--- config.mk ---
export PLATFORM = sky130hd
export DESIGN_NAME = trapezoid_speed_profile
export DESIGN_NICKNAME = d
export VERILOG_FILES = /design/src/tsp_pkg.sv /design/src/tsp_divider.sv /design/src/tsp_datapath.sv /design/src/tsp_controller.sv /design/src/trapezoid_speed_profile.sv
export SDC_FILE = /design/constraint.sdc
export NUM_CORES = 1
export LEC_CHECK = 0
export BUFFER_PORTS_ARGS = -buffer_cell sky130_fd_sc_hd__buf_2
export CAP_MARGIN = 20
export CORE_AREA = 2 2 211 213
export DETAILED_ROUTE_END_ITERATION = 6
export DIE_AREA = 0 0 213 215
export HOLD_SLACK_MARGIN = 0.08
export PLACE_DENSITY = 0.81
export RECOVER_POWER = 100
export SLEW_MARGIN = 10
export SYNTH_ARGS = -nofsm -noshare
export SYNTH_HDL_FRONTEND = slang
export SYNTH_SLANG_ARGS = --single-unit
--- constraint.sdc ---
create_clock -name clock -period 25.3 [get_ports clock]
set_input_delay 2.53 -clock clock [delete_from_list [all_inputs] [get_ports clock]]
set_output_delay 2.53 -clock clock [all_outputs]
set_load 0.05 [all_outputs]
--- src/tsp_pkg.sv ---
// Shared types and constants for the trapezoid speed profile block.
// No dependencies; used by the controller, datapath, divider and top level.
`timescale 1ns / 1ps

package tsp_pkg;

   // Field and state widths
   localparam int POS_W     = 16;              // encoder and distance width
   localparam int SPEED_W   = 24;              // Q16.8 speed, saturating
   localparam int GAIN_W    = 21;              // max_speed * 10, signed
   localparam int DIV_BITS  = 19;              // quotient magnitude bits
   localparam int DIVISOR_W = POS_W + 1;       // limit + 1, up to 65536
   localparam int PCT_W     = 8;
   localparam int MAG_W     = 7;
   localparam int DUTY_W    = 10;
   localparam int ADDR_W    = 4;
   localparam int DATA_W    = 32;

   // Profile constants
   localparam int STEP_GAIN = 10;
   localparam int PCT_MAX   = 100;
   localparam int CREEP_Q88 = 2560;

   // Register indexes (byte address = 4 * index)
   typedef enum logic [1:0] {
      REG_TOTAL = 2'd0,
      REG_ACCEL = 2'd1,
      REG_DECEL = 2'd2,
      REG_MAX   = 2'd3
   } reg_index_type;

   // Where the current tick falls within the move
   typedef enum logic [1:0] {
      ZONE_UP     = 2'd0,
      ZONE_CRUISE = 2'd1,
      ZONE_DECEL  = 2'd2,
      ZONE_DONE   = 2'd3
   } zone_type;

   typedef struct packed {
      logic [POS_W-1:0]        total_distance;
      logic [POS_W-1:0]        accel_distance;
      logic [POS_W-1:0]        decel_distance;
      logic signed [POS_W-1:0] max_speed;
   } cfg_type;

   // Controller to datapath
   typedef struct packed {
      logic latch_enc;     // capture the request's encoder count
      logic start_move;    // latch start position and ramp limits
      logic div_go;        // launch a speed step division
      logic div_down;      // division is for the ramp-down step
      logic write_up;      // take the ramp-up step and seed the speed
      logic eval;          // classify the tick and stage the result
      logic apply;         // update speed or end the move in non-decel zones
      logic write_down;    // take the ramp-down step and update speed
      logic load_rsp;      // move the staged result to the output
   } cmd_type;

   // Datapath to controller
   typedef struct packed {
      logic     awaiting;
      logic     div_done;
      zone_type zone;
   } status_type;

endpackage

--- src/tsp_divider.sv ---
// Radix-2 restoring divider for the speed step: signed quotient, truncated
// toward zero, one quotient bit per cycle. Depends on tsp_pkg.
`timescale 1ns / 1ps

module tsp_divider (
   input  logic                                  clock,
   input  logic                                  reset,
   input  logic                                  go,
   input  logic [tsp_pkg::DIV_BITS-1:0]          dividend_mag,
   input  logic                                  negate,
   input  logic [tsp_pkg::DIVISOR_W-1:0]         divisor,
   output logic                                  done,
   output logic signed [tsp_pkg::SPEED_W-1:0]    quotient
);

   localparam int CNT_W = $clog2(tsp_pkg::DIV_BITS);
   localparam logic [CNT_W-1:0] LAST = CNT_W'(tsp_pkg::DIV_BITS - 1);

   logic                              busy_ff, busy_in;
   logic                              done_ff, done_in;
   logic [CNT_W-1:0]                  count_ff, count_in;
   logic [tsp_pkg::DIV_BITS-1:0]      quo_ff, quo_in;
   logic [tsp_pkg::DIVISOR_W-1:0]     rem_ff, rem_in;
   logic [tsp_pkg::DIVISOR_W-1:0]     div_ff, div_in;
   logic                              neg_ff, neg_in;
   logic [tsp_pkg::DIVISOR_W:0]       trial;
   logic                              fits;
   logic [tsp_pkg::SPEED_W-1:0]       quo_ext;

   // One trial subtraction per cycle
   assign trial = {rem_ff, quo_ff[tsp_pkg::DIV_BITS-1]};
   assign fits  = (trial >= {1'b0, div_ff});

   always_comb begin
      busy_in  = busy_ff;
      done_in  = 1'b0;
      count_in = count_ff;
      quo_in   = quo_ff;
      rem_in   = rem_ff;
      div_in   = div_ff;
      neg_in   = neg_ff;
      if (go) begin
         busy_in  = 1'b1;
         count_in = '0;
         quo_in   = dividend_mag;
         rem_in   = '0;
         div_in   = divisor;
         neg_in   = negate;
      end else if (busy_ff) begin
         quo_in   = {quo_ff[tsp_pkg::DIV_BITS-2:0], fits};
         rem_in   = fits ? tsp_pkg::DIVISOR_W'(trial - {1'b0, div_ff})
                         : tsp_pkg::DIVISOR_W'(trial);
         count_in = count_ff + CNT_W'(1);
         if (count_ff == LAST) begin
            busy_in = 1'b0;
            done_in = 1'b1;
         end
      end
   end

   always_ff @(posedge clock) begin
      if (reset) begin
         busy_ff <= 1'b0;
         done_ff <= 1'b0;
      end else begin
         busy_ff <= busy_in;
         done_ff <= done_in;
      end
      count_ff <= count_in;
      quo_ff   <= quo_in;
      rem_ff   <= rem_in;
      div_ff   <= div_in;
      neg_ff   <= neg_in;
   end

   // Apply the sign of the dividend
   assign quo_ext  = {{(tsp_pkg::SPEED_W - tsp_pkg::DIV_BITS){1'b0}}, quo_ff};
   assign quotient = neg_ff ? -$signed(quo_ext) : $signed(quo_ext);
   assign done     = done_ff;

endmodule

--- src/tsp_datapath.sv ---
// Datapath of the speed profile: move state, speed update, zone compare,
// result staging and output registers. Depends on tsp_pkg and tsp_divider.
`timescale 1ns / 1ps

module tsp_datapath #(
   parameter int DUTY_FULL_SCALE = 1023
) (
   input  logic                                clock,
   input  logic                                reset,
   input  tsp_pkg::cmd_type                    cmd,
   output tsp_pkg::status_type                 status,
   input  tsp_pkg::cfg_type                    cfg,
   input  logic signed [tsp_pkg::POS_W-1:0]    req_encoder_count,
   output logic signed [tsp_pkg::PCT_W-1:0]    rsp_speed_percent,
   output logic [tsp_pkg::DUTY_W-1:0]          rsp_pwm_duty,
   output logic                                rsp_forward,
   output logic                                rsp_move_done
);

   localparam int SW = tsp_pkg::SPEED_W;
   localparam int PW = tsp_pkg::POS_W;

   // Move state
   logic                        awaiting_ff, awaiting_in;
   logic signed [PW-1:0]        enc_ff;
   logic signed [PW-1:0]        start_ff;
   logic [PW-1:0]               rul_ff, rul_in;
   logic [PW-1:0]               rdl_ff, rdl_in;
   logic signed [SW-1:0]        speed_ff, speed_in;
   logic signed [SW-1:0]        step_ff, step_in;
   tsp_pkg::zone_type           zone_ff, zone_in;

   // Staged and delivered result
   logic signed [tsp_pkg::PCT_W-1:0] pct_ff, pct_in;
   logic [tsp_pkg::DUTY_W-1:0]       duty_ff, duty_in;
   logic                             fwd_ff, done_ff;
   logic signed [tsp_pkg::PCT_W-1:0] out_pct_ff;
   logic [tsp_pkg::DUTY_W-1:0]       out_duty_ff;
   logic                             out_fwd_ff, out_done_ff;

   // Divider hookup
   logic signed [tsp_pkg::GAIN_W-1:0]  gain_up, gain_sel;
   logic [tsp_pkg::GAIN_W-1:0]         gain_mag;
   logic [PW-1:0]                      lim_sel;
   logic                               div_done;
   logic signed [SW-1:0]               div_q;

   // Speed arithmetic
   logic signed [SW-1:0]   max_ext;
   logic [SW-1:0]          abs_speed, abs_max;
   logic signed [SW-1:0]   up_base, creep;
   logic signed [SW-1:0]   up_next, dn_next;
   logic [PW:0]            limit_sum;
   logic signed [PW:0]     pos_diff, cruise_diff;
   logic [PW-1:0]          progress, cruise_end;
   logic signed [PW-1:0]   pct_raw;
   logic signed [PW-1:0]   pct_trunc;
   logic [tsp_pkg::MAG_W-1:0] pct_mag;
   logic [tsp_pkg::DUTY_W-1:0] duty_lut [tsp_pkg::PCT_MAX+1];

   function automatic logic signed [SW-1:0] sat_add(input logic signed [SW-1:0] a,
                                                    input logic signed [SW-1:0] b);
      logic signed [SW:0] sum;
      sum = {a[SW-1], a} + {b[SW-1], b};
      if (sum[SW] != sum[SW-1]) begin
         sat_add = sum[SW] ? {1'b1, {(SW-1){1'b0}}} : {1'b0, {(SW-1){1'b1}}};
      end else begin
         sat_add = sum[SW-1:0];
      end
   endfunction

   // Duty table: full scale minus magnitude share, low bits kept
   for (genvar m = 0; m <= tsp_pkg::PCT_MAX; m++) begin : g_duty
      assign duty_lut[m] = tsp_pkg::DUTY_W'(DUTY_FULL_SCALE
                                            - (m * DUTY_FULL_SCALE) / tsp_pkg::PCT_MAX);
   end

   // Dividend is +/- max_speed times ten, divisor is the ramp limit plus one
   assign gain_up  = tsp_pkg::GAIN_W'(cfg.max_speed) * $signed(tsp_pkg::GAIN_W'(tsp_pkg::STEP_GAIN));
   assign gain_sel = cmd.div_down ? -gain_up : gain_up;
   assign gain_mag = gain_sel[tsp_pkg::GAIN_W-1] ? tsp_pkg::GAIN_W'(-gain_sel)
                                                 : tsp_pkg::GAIN_W'(gain_sel);
   assign lim_sel  = cmd.div_down ? rdl_ff : rul_ff;

   tsp_divider u_divider (
      .clock        (clock),
      .reset        (reset),
      .go           (cmd.div_go),
      .dividend_mag (gain_mag[tsp_pkg::DIV_BITS-1:0]),
      .negate       (gain_sel[tsp_pkg::GAIN_W-1]),
      .divisor      ({1'b0, lim_sel} + tsp_pkg::DIVISOR_W'(1)),
      .done         (div_done),
      .quotient     (div_q)
   );

   // Limits halve when the ramps overlap
   assign limit_sum = {1'b0, cfg.accel_distance} + {1'b0, cfg.decel_distance};
   always_comb begin
      if (limit_sum > {1'b0, cfg.total_distance}) begin
         rul_in = cfg.total_distance >> 1;
         rdl_in = cfg.total_distance >> 1;
      end else begin
         rul_in = cfg.accel_distance;
         rdl_in = cfg.decel_distance;
      end
   end

   // Distance travelled and end of cruise
   assign pos_diff    = {enc_ff[PW-1], enc_ff} - {start_ff[PW-1], start_ff};
   assign progress    = pos_diff[PW] ? PW'(-pos_diff) : PW'(pos_diff);
   assign cruise_diff = $signed({1'b0, cfg.total_distance}) - $signed({1'b0, rdl_ff});
   assign cruise_end  = cruise_diff[PW] ? PW'(-cruise_diff) : PW'(cruise_diff);

   always_comb begin
      priority if (progress < rul_ff) begin
         zone_in = tsp_pkg::ZONE_UP;
      end else if (progress < cruise_end) begin
         zone_in = tsp_pkg::ZONE_CRUISE;
      end else if (progress < cfg.total_distance) begin
         zone_in = tsp_pkg::ZONE_DECEL;
      end else begin
         zone_in = tsp_pkg::ZONE_DONE;
      end
   end

   // Percent from Q16.8, truncated toward zero, clamped
   assign pct_raw   = speed_ff[SW-1:8];
   assign pct_trunc = pct_raw + PW'(speed_ff[SW-1] && (speed_ff[7:0] != 8'd0));
   always_comb begin
      priority if (pct_trunc > $signed(PW'(tsp_pkg::PCT_MAX))) begin
         pct_in = tsp_pkg::PCT_W'(tsp_pkg::PCT_MAX);
      end else if (pct_trunc < -$signed(PW'(tsp_pkg::PCT_MAX))) begin
         pct_in = -$signed(tsp_pkg::PCT_W'(tsp_pkg::PCT_MAX));
      end else begin
         pct_in = pct_trunc[tsp_pkg::PCT_W-1:0];
      end
   end
   assign pct_mag = pct_in[tsp_pkg::PCT_W-1] ? tsp_pkg::MAG_W'(-pct_in)
                                             : tsp_pkg::MAG_W'(pct_in);
   assign duty_in = duty_lut[pct_mag];

   // Speed updates
   assign max_ext   = SW'(cfg.max_speed);
   assign abs_speed = speed_ff[SW-1] ? SW'(-speed_ff) : SW'(speed_ff);
   assign abs_max   = max_ext[SW-1] ? SW'(-max_ext) : SW'(max_ext);
   assign up_base   = (abs_speed > abs_max) ? max_ext : speed_ff;
   assign up_next   = sat_add(up_base, step_ff);
   assign dn_next   = sat_add(speed_ff, div_q);
   always_comb begin
      priority if (cfg.max_speed > 0) begin
         creep = SW'(tsp_pkg::CREEP_Q88);
      end else if (cfg.max_speed < 0) begin
         creep = -$signed(SW'(tsp_pkg::CREEP_Q88));
      end else begin
         creep = '0;
      end
   end

   always_comb begin
      speed_in    = speed_ff;
      step_in     = step_ff;
      awaiting_in = awaiting_ff;
      if (cmd.start_move) begin
         awaiting_in = 1'b0;
      end
      if (cmd.write_up) begin
         step_in  = div_q;
         speed_in = div_q;
      end
      if (cmd.apply) begin
         unique case (zone_ff)
            tsp_pkg::ZONE_UP:     speed_in = up_next;
            tsp_pkg::ZONE_CRUISE: speed_in = max_ext;
            tsp_pkg::ZONE_DONE:   awaiting_in = 1'b1;
            default:              speed_in = speed_ff;
         endcase
      end
      if (cmd.write_down) begin
         step_in  = div_q;
         speed_in = (abs_speed <= SW'(tsp_pkg::CREEP_Q88)) ? creep : dn_next;
      end
   end

   always_ff @(posedge clock) begin
      if (reset) begin
         awaiting_ff <= 1'b1;
      end else begin
         awaiting_ff <= awaiting_in;
      end
      speed_ff <= speed_in;
      step_ff  <= step_in;
      if (cmd.latch_enc) begin
         enc_ff <= req_encoder_count;
      end
      if (cmd.start_move) begin
         start_ff <= enc_ff;
         rul_ff   <= rul_in;
         rdl_ff   <= rdl_in;
      end
      if (cmd.eval) begin
         zone_ff <= zone_in;
         pct_ff  <= pct_in;
         duty_ff <= duty_in;
         fwd_ff  <= ~pct_in[tsp_pkg::PCT_W-1];
         done_ff <= (zone_in == tsp_pkg::ZONE_DONE);
      end
      if (cmd.load_rsp) begin
         out_pct_ff  <= pct_ff;
         out_duty_ff <= duty_ff;
         out_fwd_ff  <= fwd_ff;
         out_done_ff <= done_ff;
      end
   end

   assign status.awaiting = awaiting_ff;
   assign status.div_done = div_done;
   assign status.zone     = zone_ff;

   assign rsp_speed_percent = out_pct_ff;
   assign rsp_pwm_duty      = out_duty_ff;
   assign rsp_forward       = out_fwd_ff;
   assign rsp_move_done     = out_done_ff;

endmodule

--- src/tsp_controller.sv ---
// Sequencer for one tick: accept, move start, divisions, zone update and
// result delivery. Depends on tsp_pkg.
`timescale 1ns / 1ps

module tsp_controller (
   input  logic                 clock,
   input  logic                 reset,
   input  logic                 req_valid,
   output logic                 req_ready,
   output logic                 rsp_valid,
   input  logic                 rsp_ready,
   input  tsp_pkg::status_type  status,
   output tsp_pkg::cmd_type     cmd
);

   typedef enum logic [2:0] {
      ST_IDLE,
      ST_START,
      ST_UP_GO,
      ST_UP_WAIT,
      ST_EVAL,
      ST_APPLY,
      ST_DN_WAIT,
      ST_EMIT
   } state_type;

   state_type state_ff, state_in;
   logic      rsp_valid_ff, rsp_valid_in;
   logic      slot_free;

   assign slot_free = !rsp_valid_ff || rsp_ready;

   // Decode commands and next state
   always_comb begin
      state_in = state_ff;
      cmd      = '0;
      unique case (state_ff)
         ST_IDLE: begin
            if (req_valid) begin
               cmd.latch_enc = 1'b1;
               state_in      = ST_START;
            end
         end
         ST_START: begin
            if (status.awaiting) begin
               cmd.start_move = 1'b1;
               state_in       = ST_UP_GO;
            end else begin
               state_in = ST_EVAL;
            end
         end
         ST_UP_GO: begin
            cmd.div_go = 1'b1;
            state_in   = ST_UP_WAIT;
         end
         ST_UP_WAIT: begin
            if (status.div_done) begin
               cmd.write_up = 1'b1;
               state_in     = ST_EVAL;
            end
         end
         ST_EVAL: begin
            cmd.eval = 1'b1;
            state_in = ST_APPLY;
         end
         ST_APPLY: begin
            if (status.zone == tsp_pkg::ZONE_DECEL) begin
               cmd.div_go   = 1'b1;
               cmd.div_down = 1'b1;
               state_in     = ST_DN_WAIT;
            end else begin
               cmd.apply = 1'b1;
               state_in  = ST_EMIT;
            end
         end
         ST_DN_WAIT: begin
            if (status.div_done) begin
               cmd.write_down = 1'b1;
               state_in       = ST_EMIT;
            end
         end
         ST_EMIT: begin
            if (slot_free) begin
               cmd.load_rsp = 1'b1;
               state_in     = ST_IDLE;
            end
         end
         default: state_in = ST_IDLE;
      endcase
   end

   // Hold the result until taken, set it when a new one loads
   always_comb begin
      priority if (cmd.load_rsp) begin
         rsp_valid_in = 1'b1;
      end else if (rsp_ready) begin
         rsp_valid_in = 1'b0;
      end else begin
         rsp_valid_in = rsp_valid_ff;
      end
   end

   always_ff @(posedge clock) begin
      if (reset) begin
         state_ff     <= ST_IDLE;
         rsp_valid_ff <= 1'b0;
      end else begin
         state_ff     <= state_in;
         rsp_valid_ff <= rsp_valid_in;
      end
   end

   assign req_ready = (state_ff == ST_IDLE);
   assign rsp_valid = rsp_valid_ff;

endmodule

--- src/trapezoid_speed_profile.sv ---
// Top level of the trapezoid speed profile: register port, controller and
// datapath. Depends on tsp_pkg, tsp_controller and tsp_datapath.
`timescale 1ns / 1ps

// One request per encoder tick produces one response with the speed held
// before that tick, its PWM duty, the direction and a done flag. A tick
// in the ramp-up and cruise zones runs from accept through the states
// START, EVAL, APPLY and EMIT to the response; the first tick of a move
// adds the ramp-up step division and every ramp-down tick adds the
// ramp-down step division. Both divisions share one radix-2 divider that
// resolves one quotient bit per cycle over 19 bits. The next request is
// taken while the previous response still waits at the output register.
// Registers (32-bit APB, byte address 4*i): total_distance, accel_distance,
// decel_distance, max_speed (Q8.8 percent, signed); write them only while
// the block is idle.

module trapezoid_speed_profile #(
   parameter int DUTY_FULL_SCALE = 1023
) (
   input  logic                                clock,
   input  logic                                reset,
   // Request channel
   input  logic                                req_valid,
   output logic                                req_ready,
   input  logic signed [tsp_pkg::POS_W-1:0]    req_encoder_count,
   // Response channel
   output logic                                rsp_valid,
   input  logic                                rsp_ready,
   output logic signed [tsp_pkg::PCT_W-1:0]    rsp_speed_percent,
   output logic [tsp_pkg::DUTY_W-1:0]          rsp_pwm_duty,
   output logic                                rsp_forward,
   output logic                                rsp_move_done,
   // Register port
   input  logic                                psel,
   input  logic                                penable,
   input  logic                                pwrite,
   input  logic [tsp_pkg::ADDR_W-1:0]          paddr,
   input  logic [tsp_pkg::DATA_W-1:0]          pwdata,
   output logic [tsp_pkg::DATA_W-1:0]          prdata,
   output logic                                pready
);

   tsp_pkg::cfg_type    cfg_ff, cfg_in;
   tsp_pkg::cmd_type    cmd;
   tsp_pkg::status_type status;
   tsp_pkg::reg_index_type reg_sel;
   logic                wr_en;

   assign pready  = 1'b1;
   assign wr_en   = psel && penable && pwrite;
   assign reg_sel = tsp_pkg::reg_index_type'(paddr[3:2]);

   // Write the addressed register
   always_comb begin
      cfg_in = cfg_ff;
      if (wr_en) begin
         unique case (reg_sel)
            tsp_pkg::REG_TOTAL: cfg_in.total_distance = pwdata[tsp_pkg::POS_W-1:0];
            tsp_pkg::REG_ACCEL: cfg_in.accel_distance = pwdata[tsp_pkg::POS_W-1:0];
            tsp_pkg::REG_DECEL: cfg_in.decel_distance = pwdata[tsp_pkg::POS_W-1:0];
            tsp_pkg::REG_MAX:   cfg_in.max_speed      = pwdata[tsp_pkg::POS_W-1:0];
            default:            cfg_in = cfg_ff;
         endcase
      end
   end

   always_ff @(posedge clock) begin
      if (reset) begin
         cfg_ff <= '0;
      end else begin
         cfg_ff <= cfg_in;
      end
   end

   // Read back the addressed register
   always_comb begin
      unique case (reg_sel)
         tsp_pkg::REG_TOTAL: prdata = tsp_pkg::DATA_W'(cfg_ff.total_distance);
         tsp_pkg::REG_ACCEL: prdata = tsp_pkg::DATA_W'(cfg_ff.accel_distance);
         tsp_pkg::REG_DECEL: prdata = tsp_pkg::DATA_W'(cfg_ff.decel_distance);
         tsp_pkg::REG_MAX:   prdata = tsp_pkg::DATA_W'(cfg_ff.max_speed);
         default:            prdata = '0;
      endcase
   end

   tsp_controller u_controller (
      .clock     (clock),
      .reset     (reset),
      .req_valid (req_valid),
      .req_ready (req_ready),
      .rsp_valid (rsp_valid),
      .rsp_ready (rsp_ready),
      .status    (status),
      .cmd       (cmd)
   );

   tsp_datapath #(
      .DUTY_FULL_SCALE (DUTY_FULL_SCALE)
   ) u_datapath (
      .clock             (clock),
      .reset             (reset),
      .cmd               (cmd),
      .status            (status),
      .cfg               (cfg_ff),
      .req_encoder_count (req_encoder_count),
      .rsp_speed_percent (rsp_speed_percent),
      .rsp_pwm_duty      (rsp_pwm_duty),
      .rsp_forward       (rsp_forward),
      .rsp_move_done     (rsp_move_done)
   );

endmodule

# After elaboration in Yosys (flattened, before gate mapping)
# Memories as Yosys holds them, arrays and structs flattened. A register that Yosys moved wholly into a read port is not among the register bits.
# Index checks and enable logic that the tools add are counted.
dict set report word_totals {
  reg_bits 274
  romBits 1280
  inputBits 59
  elab_cells 168
  memories 1
}
dict set report classes {
  add_sub_neg 17
  n_mul 1
  order_cmp 11
  eq_ne 22
  mux 65
  n_bitwise 3
  reduce_logical 18
}
# memory words width rd rd_clocked_by_memory_dff wr line
set mem_list {}
lappend mem_list {{(name not given)} 128 10 1 1 0 tsp_datapath.sv:140} ;# assign duty_in = duty_lut[pct_mag];
# operator count
set op_table {}
lappend op_table {{$mux 24} 16}
lappend op_table {{$pmux 32 s4} 1}
lappend op_table {{$pmux 24 s3} 1}
lappend op_table {{$mux 19} 3}
lappend op_table {{$add 24x24->25} 2}
lappend op_table {{$lt 16x16->1} 3}
lappend op_table {{$mux 16} 3}
lappend op_table {{$sub 16x16->17} 2}
lappend op_table {{$neg 16->16} 2}
lappend op_table {{$mux 15} 2}
lappend op_table {{$gt 24x24->1} 1}
lappend op_table {{$le 24x12->1 const B} 1}
lappend op_table {{$mux 1} 24}
lappend op_table {{$neg 16->24} 1}
lappend op_table {{$neg 19->24} 1}
lappend op_table {{$neg 24->24} 1}
lappend op_table {{$pmux 3 s8} 1}
lappend op_table {{$mux 21} 1}
lappend op_table {{$neg 21->21} 1}
lappend op_table {{$mul 16x4->20 const B} 1}
lappend op_table {{$neg 19->19} 1}
lappend op_table {{$ge 18x17->1} 1}
lappend op_table {{$add 16x1->17 const B} 1}
lappend op_table {{$add 16x16->17} 1}
lappend op_table {{37 further kinds} 65}

# Longest topological paths before layout
# Gate-level depths: netlist of run 1.
dict set report logic_depth {
  depth_word 10
  depth_mapped 38
  depth_no_buf 32
}

# Cells and area by module
# From an unflattened synthesis of run 1, not the netlist that was laid out.
dict set report unflattened {
  cells_unflattened 2928
  area_unflattened_um2 26309.0
}
# module n_inst cells_per_inst area_each_um2
set by_module_without_submodules {}
lappend by_module_without_submodules {tsp_datapath 1 2239 19040.8}
lappend by_module_without_submodules {tsp_divider 1 374 3776.1}
lappend by_module_without_submodules {trapezoid_speed_profile 1 267 3118.0}
lappend by_module_without_submodules {tsp_controller 1 48 374.1}

# Worst setup path after synthesis of run 1
# Ideal clock, no wire load.
dict set report synth_path {
  kind {reg2reg}
  start {reg cfg_ff[0] in the netlist's numbering}
  end {reg u_datapath.speed_ff[10] (data pin)}
  t_arrival_ns 7.753
  required_ns 25.029
  setup_slack_ns 17.276
  path_stages_with_launch 38
  path_buffers 6
  path_cell_list {dfxtp_1 > clkbuf_1 > inv_1 > ha_1 > clkbuf_1 > nand2_1 > or3_1 > or2_2 > nor4_1 > nand3_1 > ha_1 > nor2b_1 > o21ai_0 > nand2b_1 > a21oi_1 > nor2b_1 > o21ai_0 > nand2b_1 > [... 2 more ...] > clkbuf_1 > clkbuf_1 > mux2i_1 > ha_1 > fa_1 > a21o_1 > a21oi_1 > o21ai_0 > a21oi_1 > o311ai_0 > a41o_1 > o21ai_0 > o21ai_0 > and2_1 > clkbuf_1 > clkbuf_1 > a221oi_1 > o211ai_1}
}
dict set report synth_via {
  elab_chain_len 10
  elab_cells_between_ends 16
  classes_between {2 x add/sub; 3 x order compare; 1 x eq/ne; 10 x mux}
}
# item line
set synth_lines {}
lappend synth_lines {{from (decl)} trapezoid_speed_profile.sv:43} ;# tsp_pkg::cfg_type cfg_ff, cfg_in;
lappend synth_lines {{from (signal assigned)} trapezoid_speed_profile.sv:71} ;# cfg_ff <= cfg_in;
lappend synth_lines {{$neg 16->24} tsp_datapath.sv:145} ;# assign abs_max = max_ext[SW-1] ? SW'(-max_ext) : SW'(max_ext);
lappend synth_lines {{$mux 24} tsp_datapath.sv:145}
lappend synth_lines {{$gt 24x24->1} tsp_datapath.sv:146} ;# assign up_base = (abs_speed > abs_max) ? max_ext : speed_ff;
lappend synth_lines {{$mux 24} tsp_datapath.sv:146}
lappend synth_lines {{$add 24x24->25} tsp_datapath.sv:64} ;# sum = {a[SW-1], a} + {b[SW-1], b};
lappend synth_lines {{$mux 24 or $ne 1x1->1 (tied branches)} {tsp_datapath.sv:66, tsp_datapath.sv:65}}
lappend synth_lines {{$mux 24} tsp_datapath.sv:65} ;# if (sum[SW] != sum[SW-1]) begin
lappend synth_lines {{$pmux 24 s3} tsp_datapath.sv:171} ;# unique case (zone_ff)
lappend synth_lines {{$mux 24} tsp_datapath.sv:170} ;# if (cmd.apply) begin
lappend synth_lines {{$mux 24 *} tsp_datapath.sv:178} ;# if (cmd.write_down) begin
lappend synth_lines {{net u_datapath.speed_in[10]} tsp_datapath.sv:29} ;# logic signed [SW-1:0] speed_ff, speed_in;
lappend synth_lines {{to (signal assigned)} tsp_datapath.sv:190} ;# speed_ff <= speed_in;
lappend synth_lines {{to (decl)} tsp_datapath.sv:29}
# Mark *: on every way through the listed nets, which the timed path passes. The rest lies on a longest branch.
# A chain may end at the register's enable or synchronous reset.

# Final worst setup path of run 1
dict set report layout_path {
  start {reg cfg_ff[0] in the netlist's numbering}
  end {reg u_datapath.speed_ff[16] (data pin)}
}
# The elaborated chain is that of the path after synthesis.

==> metrics.txt, run 1 <==
switching pwr=1.61 mW; P_int=~1.8 mW; Root Buffer=clkbuf_16; vias per cell=6.45; max frequency=~80 MHz; area of the multi-input gates=16,900 um^2; EDFF count, synth=191; Power Total=3.41 mW; Final setup viols=0; Syn Inst Count=3,048; critical path type=reg2reg; relative slew slack=-1.40; Clock Power Share=0.146; CTS tree=built; Initial Utilization=0.593; hpwl dp=54.6 mm; average wire per standard cell=roughly 20 um; most frequent CP cell=a21oi_1; Arr. time, crit path=12.91 ns; # DRC=0; synthesized area per cell=8.49 um^2; Slowest-stage cell, CP=nor4b_1; num rows=77; post_cts resized=0; number of clock sinks=284; Detailed Route WL=74.1 mm; Hold Violations, Final=0; largest stage delay on the critical path=2.76 ns; pins over their slew limit=408; Vias=23,674; minimum clock period=12.48 ns; YS warnings=0; drt initial violations=2,256; failing checks=capacitance limit, slew limit; DR pass1 iterations=6; crit path capture type=flip-flop; FF+latch count, synth=284; most frequent cells in the layout=344 x nand2_1, 259 x a21oi_1, 251 x ha_1; final worst slack=12.82 ns; clock latency on the worst-skew pair=approximately 0.56 ns; share of cells above drive strength 1=0.0764; pin count of the biggest net entering global routing=72; period utilization=0.493; H-tree depth=2; Final Util=0.632; fillers=3,700; Pwr Density=124 nW/um^2; setup tns final=0 ns; status=finished, violations left; Clock transition at path regs=0.06 ns; height of the chip=215 um; Critical Path Fanout Max=24; grt ovf=0; Req. time, crit path=25.73 ns; CP startpoint kind=flip-flop; Syn Std Cell Area=25,900 um^2; first-pass GRT wire length=119 mm; HP Class=reg2reg; clk buf depth=3; RSZ-0062 raised after global routing=no; TritonCTS buffer count=34; top_reg_cell synth=edfxtp_1; register area=between 7000 and 8000 um^2; combinational power share=0.616; register area share after synthesis=0.293; vias in the first global route=22,712; FFs w/ async S/R, synth=0; Max VDD drop=around 94 uV; I/O Pins=between 100 and 150; Overall Global Routing Usage=0.322; sw frac=0.473; core area=43,600 um^2; Detail Route Antenna Nets=0; unique cell type count in the Yosys netlist=107; commonest non-fill, non-tap cell in the layout=nand2_1; final RePlAce weighted congestion=0.991; hold slack=0.418 ns; Post-layout nets=3,367; initial antenna violation count=4; Die Area=roughly 46,000 um^2; postcts setup bufs=0; Place WS=15.49 ns; clk_skew=0.0203 ns; Max-cap violations=11; sequential power share=0.238; die width=213 um; Syn-to-layout area delta=6.63%; Lkg Pwr=around 11 nW; CTS Hold Bufs=0; port bufs=94; Worst-Margin Slew=3.55 ns
==> worst paths after layout <==
path | cells past startpoint | endpoint | start | slack, ns
worst max-delay path | 33 | u_datapath.speed_ff[16] | cfg_ff[0] | 12.82
worst min-delay path | 0 | u_datapath.rsp_pwm_duty[1] | u_datapath.duty_ff[1] | 0.42
worst max register to register | 33 | u_datapath.speed_ff[16] | cfg_ff[0] | 12.82
worst min register to register | 0 | u_datapath.rsp_pwm_duty[1] | u_datapath.duty_ff[1] | 0.42
==> flip-flops by register name, indices dropped and copies added, names as in the netlist, 2 cells and up <==
register,count
u_datapath.pct_ff,8
u_datapath.zone_ff,2
u_datapath.u_divider.rem_ff,17
u_controller.state_ff,3
u_datapath.step_ff,24
cfg_ff,64
u_datapath.u_divider.div_ff,17
u_datapath.speed_ff,24
u_datapath.u_divider.quo_ff,19
u_datapath.u_divider.count_ff,5
u_datapath.duty_ff,10
u_datapath.rsp_speed_percent,8
u_datapath.rul_ff,16
u_datapath.rdl_ff,16
u_datapath.start_ff,16
u_datapath.enc_ff,16
u_datapath.rsp_pwm_duty,10
==> layout make-up <==
cell class	count	share of cell area
timing repair buffer	127	0.0212
tap	592	0.0268
clock buffer	45	0.0334
sequential	284	0.275
inverter	180	0.0245
clock inverter	17	0.00680
multi-input combinational	2423	0.612
antenna	1	0.0000907
==> synthesized netlist by cell type, types with 10 or more instances <==
cell type	n	area, um^2
a2111oi_0	12	105
a211oi_1	26	195
a21boi_0	15	113
a21o_1	52	390
a21oi_1	259	1300
a221oi_1	20	175
a31oi_1	39	244
and2_1	17	106
and3_1	17	106
buf_1	16	60.1
buf_2	12	60.1
buf_4	18	135
clkbuf_1	116	435
dfxtp_1	93	1860
edfxtp_1	191	5740
ha_1	251	3140
inv_1	178	668
mux2_2	57	642
mux2i_1	33	330
mux4_2	16	360
nand2_1	344	1290
nand2b_1	39	244
nand3_1	84	420
nand4_1	23	144
nor2_1	207	777
nor2b_1	29	181
nor3_1	64	320
nor4_1	17	106
o211ai_1	33	248
o21a_1	49	368
o21ai_0	157	786
o21bai_1	14	105
o22ai_1	18	113
o31a_1	10	87.6
o31ai_1	33	248
or2_2	23	144
or3_1	32	200
or4_1	17	128
xnor2_1	149	1310
xor2_1	76	666
==> layer usage <==
layer | routed length [um] | track usage | vias to the layer above
li1 | - | - | 11180
met1 | 29900 | 0.417 | 11150
met2 | 34000 | 0.525 | 1093
met3 | 6460 | 0.0551 | 245
met4 | 3620 | 0.145 | 6
met5 | 36 | 0 | -
==> metrics by stage <==
step,area (um^2),instances
after global placement,26600,3602
after detailed placement,26700,3604
after floorplan,25900,3053
final,27600,3669
after global routing,27600,3668
after CTS,27800,3666
==> critical path, delay by kind of cell (launching register included) <==
kind                       cells  cell delay [ns]
buffers and inverters          3             1.73
AOI/OAI and AO/OA             14             3.17
and+or+nand+nor               11             5.26
DFF                            1             0.52
muxes                          1             0.33
adders and majority gates      4             1.28
==> cells by family after synthesis <==
| logic type | count (synthesis) | share of synthesized area |
|---|---|---|
| xor gates and xnor gates | 226 | 0.0770 |
| DFF | 284 | 0.293 |
| muxes | 108 | 0.0525 |
| other | 1 | 0.000145 |
| adders and majority gates | 259 | 0.127 |
| AOI/OAI and AO/OA | 855 | 0.215 |
| buffers and inverters | 346 | 0.0540 |
| and+or+nand+nor | 969 | 0.181 |
==> power groups by stage <==
stage / clock network (mW) / registers, mW / logic, mW
6_report: 0.499 / 0.810 / 2.10
5_1_grt: 0.520 / 0.823 / 2.34
4_1_cts: 0.503 / 0.801 / 2.08
3_5_place_dp: 0 / 0.809 / 2.06
3_3_place_gp: 0 / 0.803 / 1.98
2_1_floorplan: 0 / 0.722 / 1.64
Note: power is estimated with default switching activity, not from simulation.
==> run 2: changes to the inputs <==
- CORE_AREA: 2 2 211 213 -> 2 2 215 217
- DIE_AREA: 0 0 213 215 -> 0 0 217 219
- PLACE_DENSITY: 0.81 -> 0.82
- clock period: 25.3 -> 10.3 ns (I/O delays scaled with it)
==> metrics.txt, run 2 (synthesis gave the netlist of run 1 again) <==
port bufs=94; pin count of the biggest net entering global routing=72; post_cts resized=0; Clock transition at path regs=roughly 0.07 ns; fillers=approximately 3,900; met2 Track Usage GR=0.514; Final Util=0.610; Arr. time, crit path=9.45 ns; first-pass GRT wire length=117 mm; Hold Violations, Final=0; Max-cap violations=6; Pwr Density=302 nW/um^2; Syn-to-layout area delta=6.32%; Worst Reg-to-Reg Cells=30; Vias=23,831; most frequent CP cell=a21oi_1; commonest non-fill, non-tap cell in the layout=nand2_1; Top Registers=cfg_ff (64), u_datapath.speed_ff (24), u_datapath.step_ff (24); final RePlAce weighted congestion=0.964; Critical Path Fanout Max=21; pins over their slew limit=262; max frequency=110 MHz; critical path type=reg2reg; met1 Usage GRT=0.380; height of the chip=219 um; drt initial violations=about 2,600; initial antenna violation count=3; GRT met3 Usage=0.0419; Final setup viols=0; most frequent cells in the layout=344 x nand2_1, 259 x a21oi_1, 251 x ha_1; hpwl dp=55.2 mm; num rows=78; Max VDD drop=around 220 uV; period utilization=0.885; max reg flops=64; clk_skew=0.0129 ns; # DRC=0; largest stage delay on the critical path=0.71 ns; share of cells above drive strength 1=0.0808; Slowest-stage cell, CP=or4_1; final worst slack=1.19 ns; DR pass1 iterations=6; average wire per standard cell=20.2 um; Root Buffer=clkbuf_16; relative slew slack=-1.30; die width=217 um; minimum clock period=9.11 ns; HP Class=reg2reg; Worst-Margin Slew=3.45 ns; Largest Register=cfg_ff; failing checks=capacitance limit, slew limit; Lkg Pwr=between 10 and 15 nW; Req. time, crit path=roughly 11 ns; vias in the first global route=between 20,000 and 25,000; CTS tree=built; TritonCTS buffer count=31; Initial Utilization=0.574; CP startpoint kind=flip-flop; setup tns final=0 ns; grt ovf=0; Place WS=1.47 ns; Die Area=47,500 um^2; clk buf depth=3; status=finished, violations left; CTS Hold Bufs=0; vias per cell=around 6.5; Power Total=8.30 mW; postcts setup bufs=0; RSZ-0062 raised after global routing=no; Overall Global Routing Usage=0.303; crit path capture type=flip-flop; busiest grt layer=met2; Detail Route Antenna Nets=0; hold-critical path depth=0; clock latency on the worst-skew pair=0.60 ns; number of clock sinks=284; Detailed Route WL=74.4 mm; I/O Pins=114; H-tree depth=1; core area=approximately 45,000 um^2; Post-layout nets=3,364
-- run 2: cell type report --
class | instances | area [um^2] | share of cell area
diodes | 2 | 5.00 | 0.000182
multi-input cells | 2423 | 16900 | 0.614
inverters | 180 | 676 | 0.0245
clock inverters | 18 | 114 | 0.00414
repair buffers | 127 | 603 | 0.0219
flip-flops and latches | 284 | 7600 | 0.276
well taps | 600 | 751 | 0.0273
clock buffers | 39 | 877 | 0.0319
-- run 2: worst max-delay path: cells and delay by family, from the launching register on --
family                     cells  cell delay [ns]
AOI/OAI and AO/OA             14             3.79
adders and majority gates      2             0.65
DFF                            1             0.68
muxes                          1             0.39
buffers and inverters          2             0.70
and+or+nand+nor               10             2.51
xor gates and xnor gates       1             0.12
-- run 2: stage by stage --
step | hold WS, ns | area (um^2) | instances
final | 0.417 | 27500 | 3673
after global routing | 0.421 | 27500 | 3672
after CTS | 0.418 | 27700 | 3669
after detailed placement | 0.405 | 26700 | 3612
after global placement | 0.400 | 26700 | 3612
after floorplan | 0.400 | 25900 | 3053
-- run 2: path summary, 6_finish.rpt --
path | from | to | slack, ns
hold / removal | u_datapath.pct_ff[0] | u_datapath.rsp_speed_percent[0] | 0.42
setup / recovery | u_datapath.speed_ff[11] | u_datapath.speed_ff[22] | 1.19
setup reg to reg | u_datapath.speed_ff[11] | u_datapath.speed_ff[22] | 1.19
hold reg to reg | u_datapath.pct_ff[0] | u_datapath.rsp_speed_percent[0] | 0.42
-- run 2: where the power goes --
group | switching, mW | total (mW) | internal, mW
clock | 0.499 | 1.10 | 0.605
combinational | 3.14 | 5.22 | 2.08
sequential | 0.358 | 1.98 | 1.62
-- run 2: per-layer routing --
metal	part of all wire	vias up
met4	0.052	4
met2	0.47	1138
met5	0.00036	-
li1	-	11152
met3	0.076	272
met1	0.40	11265
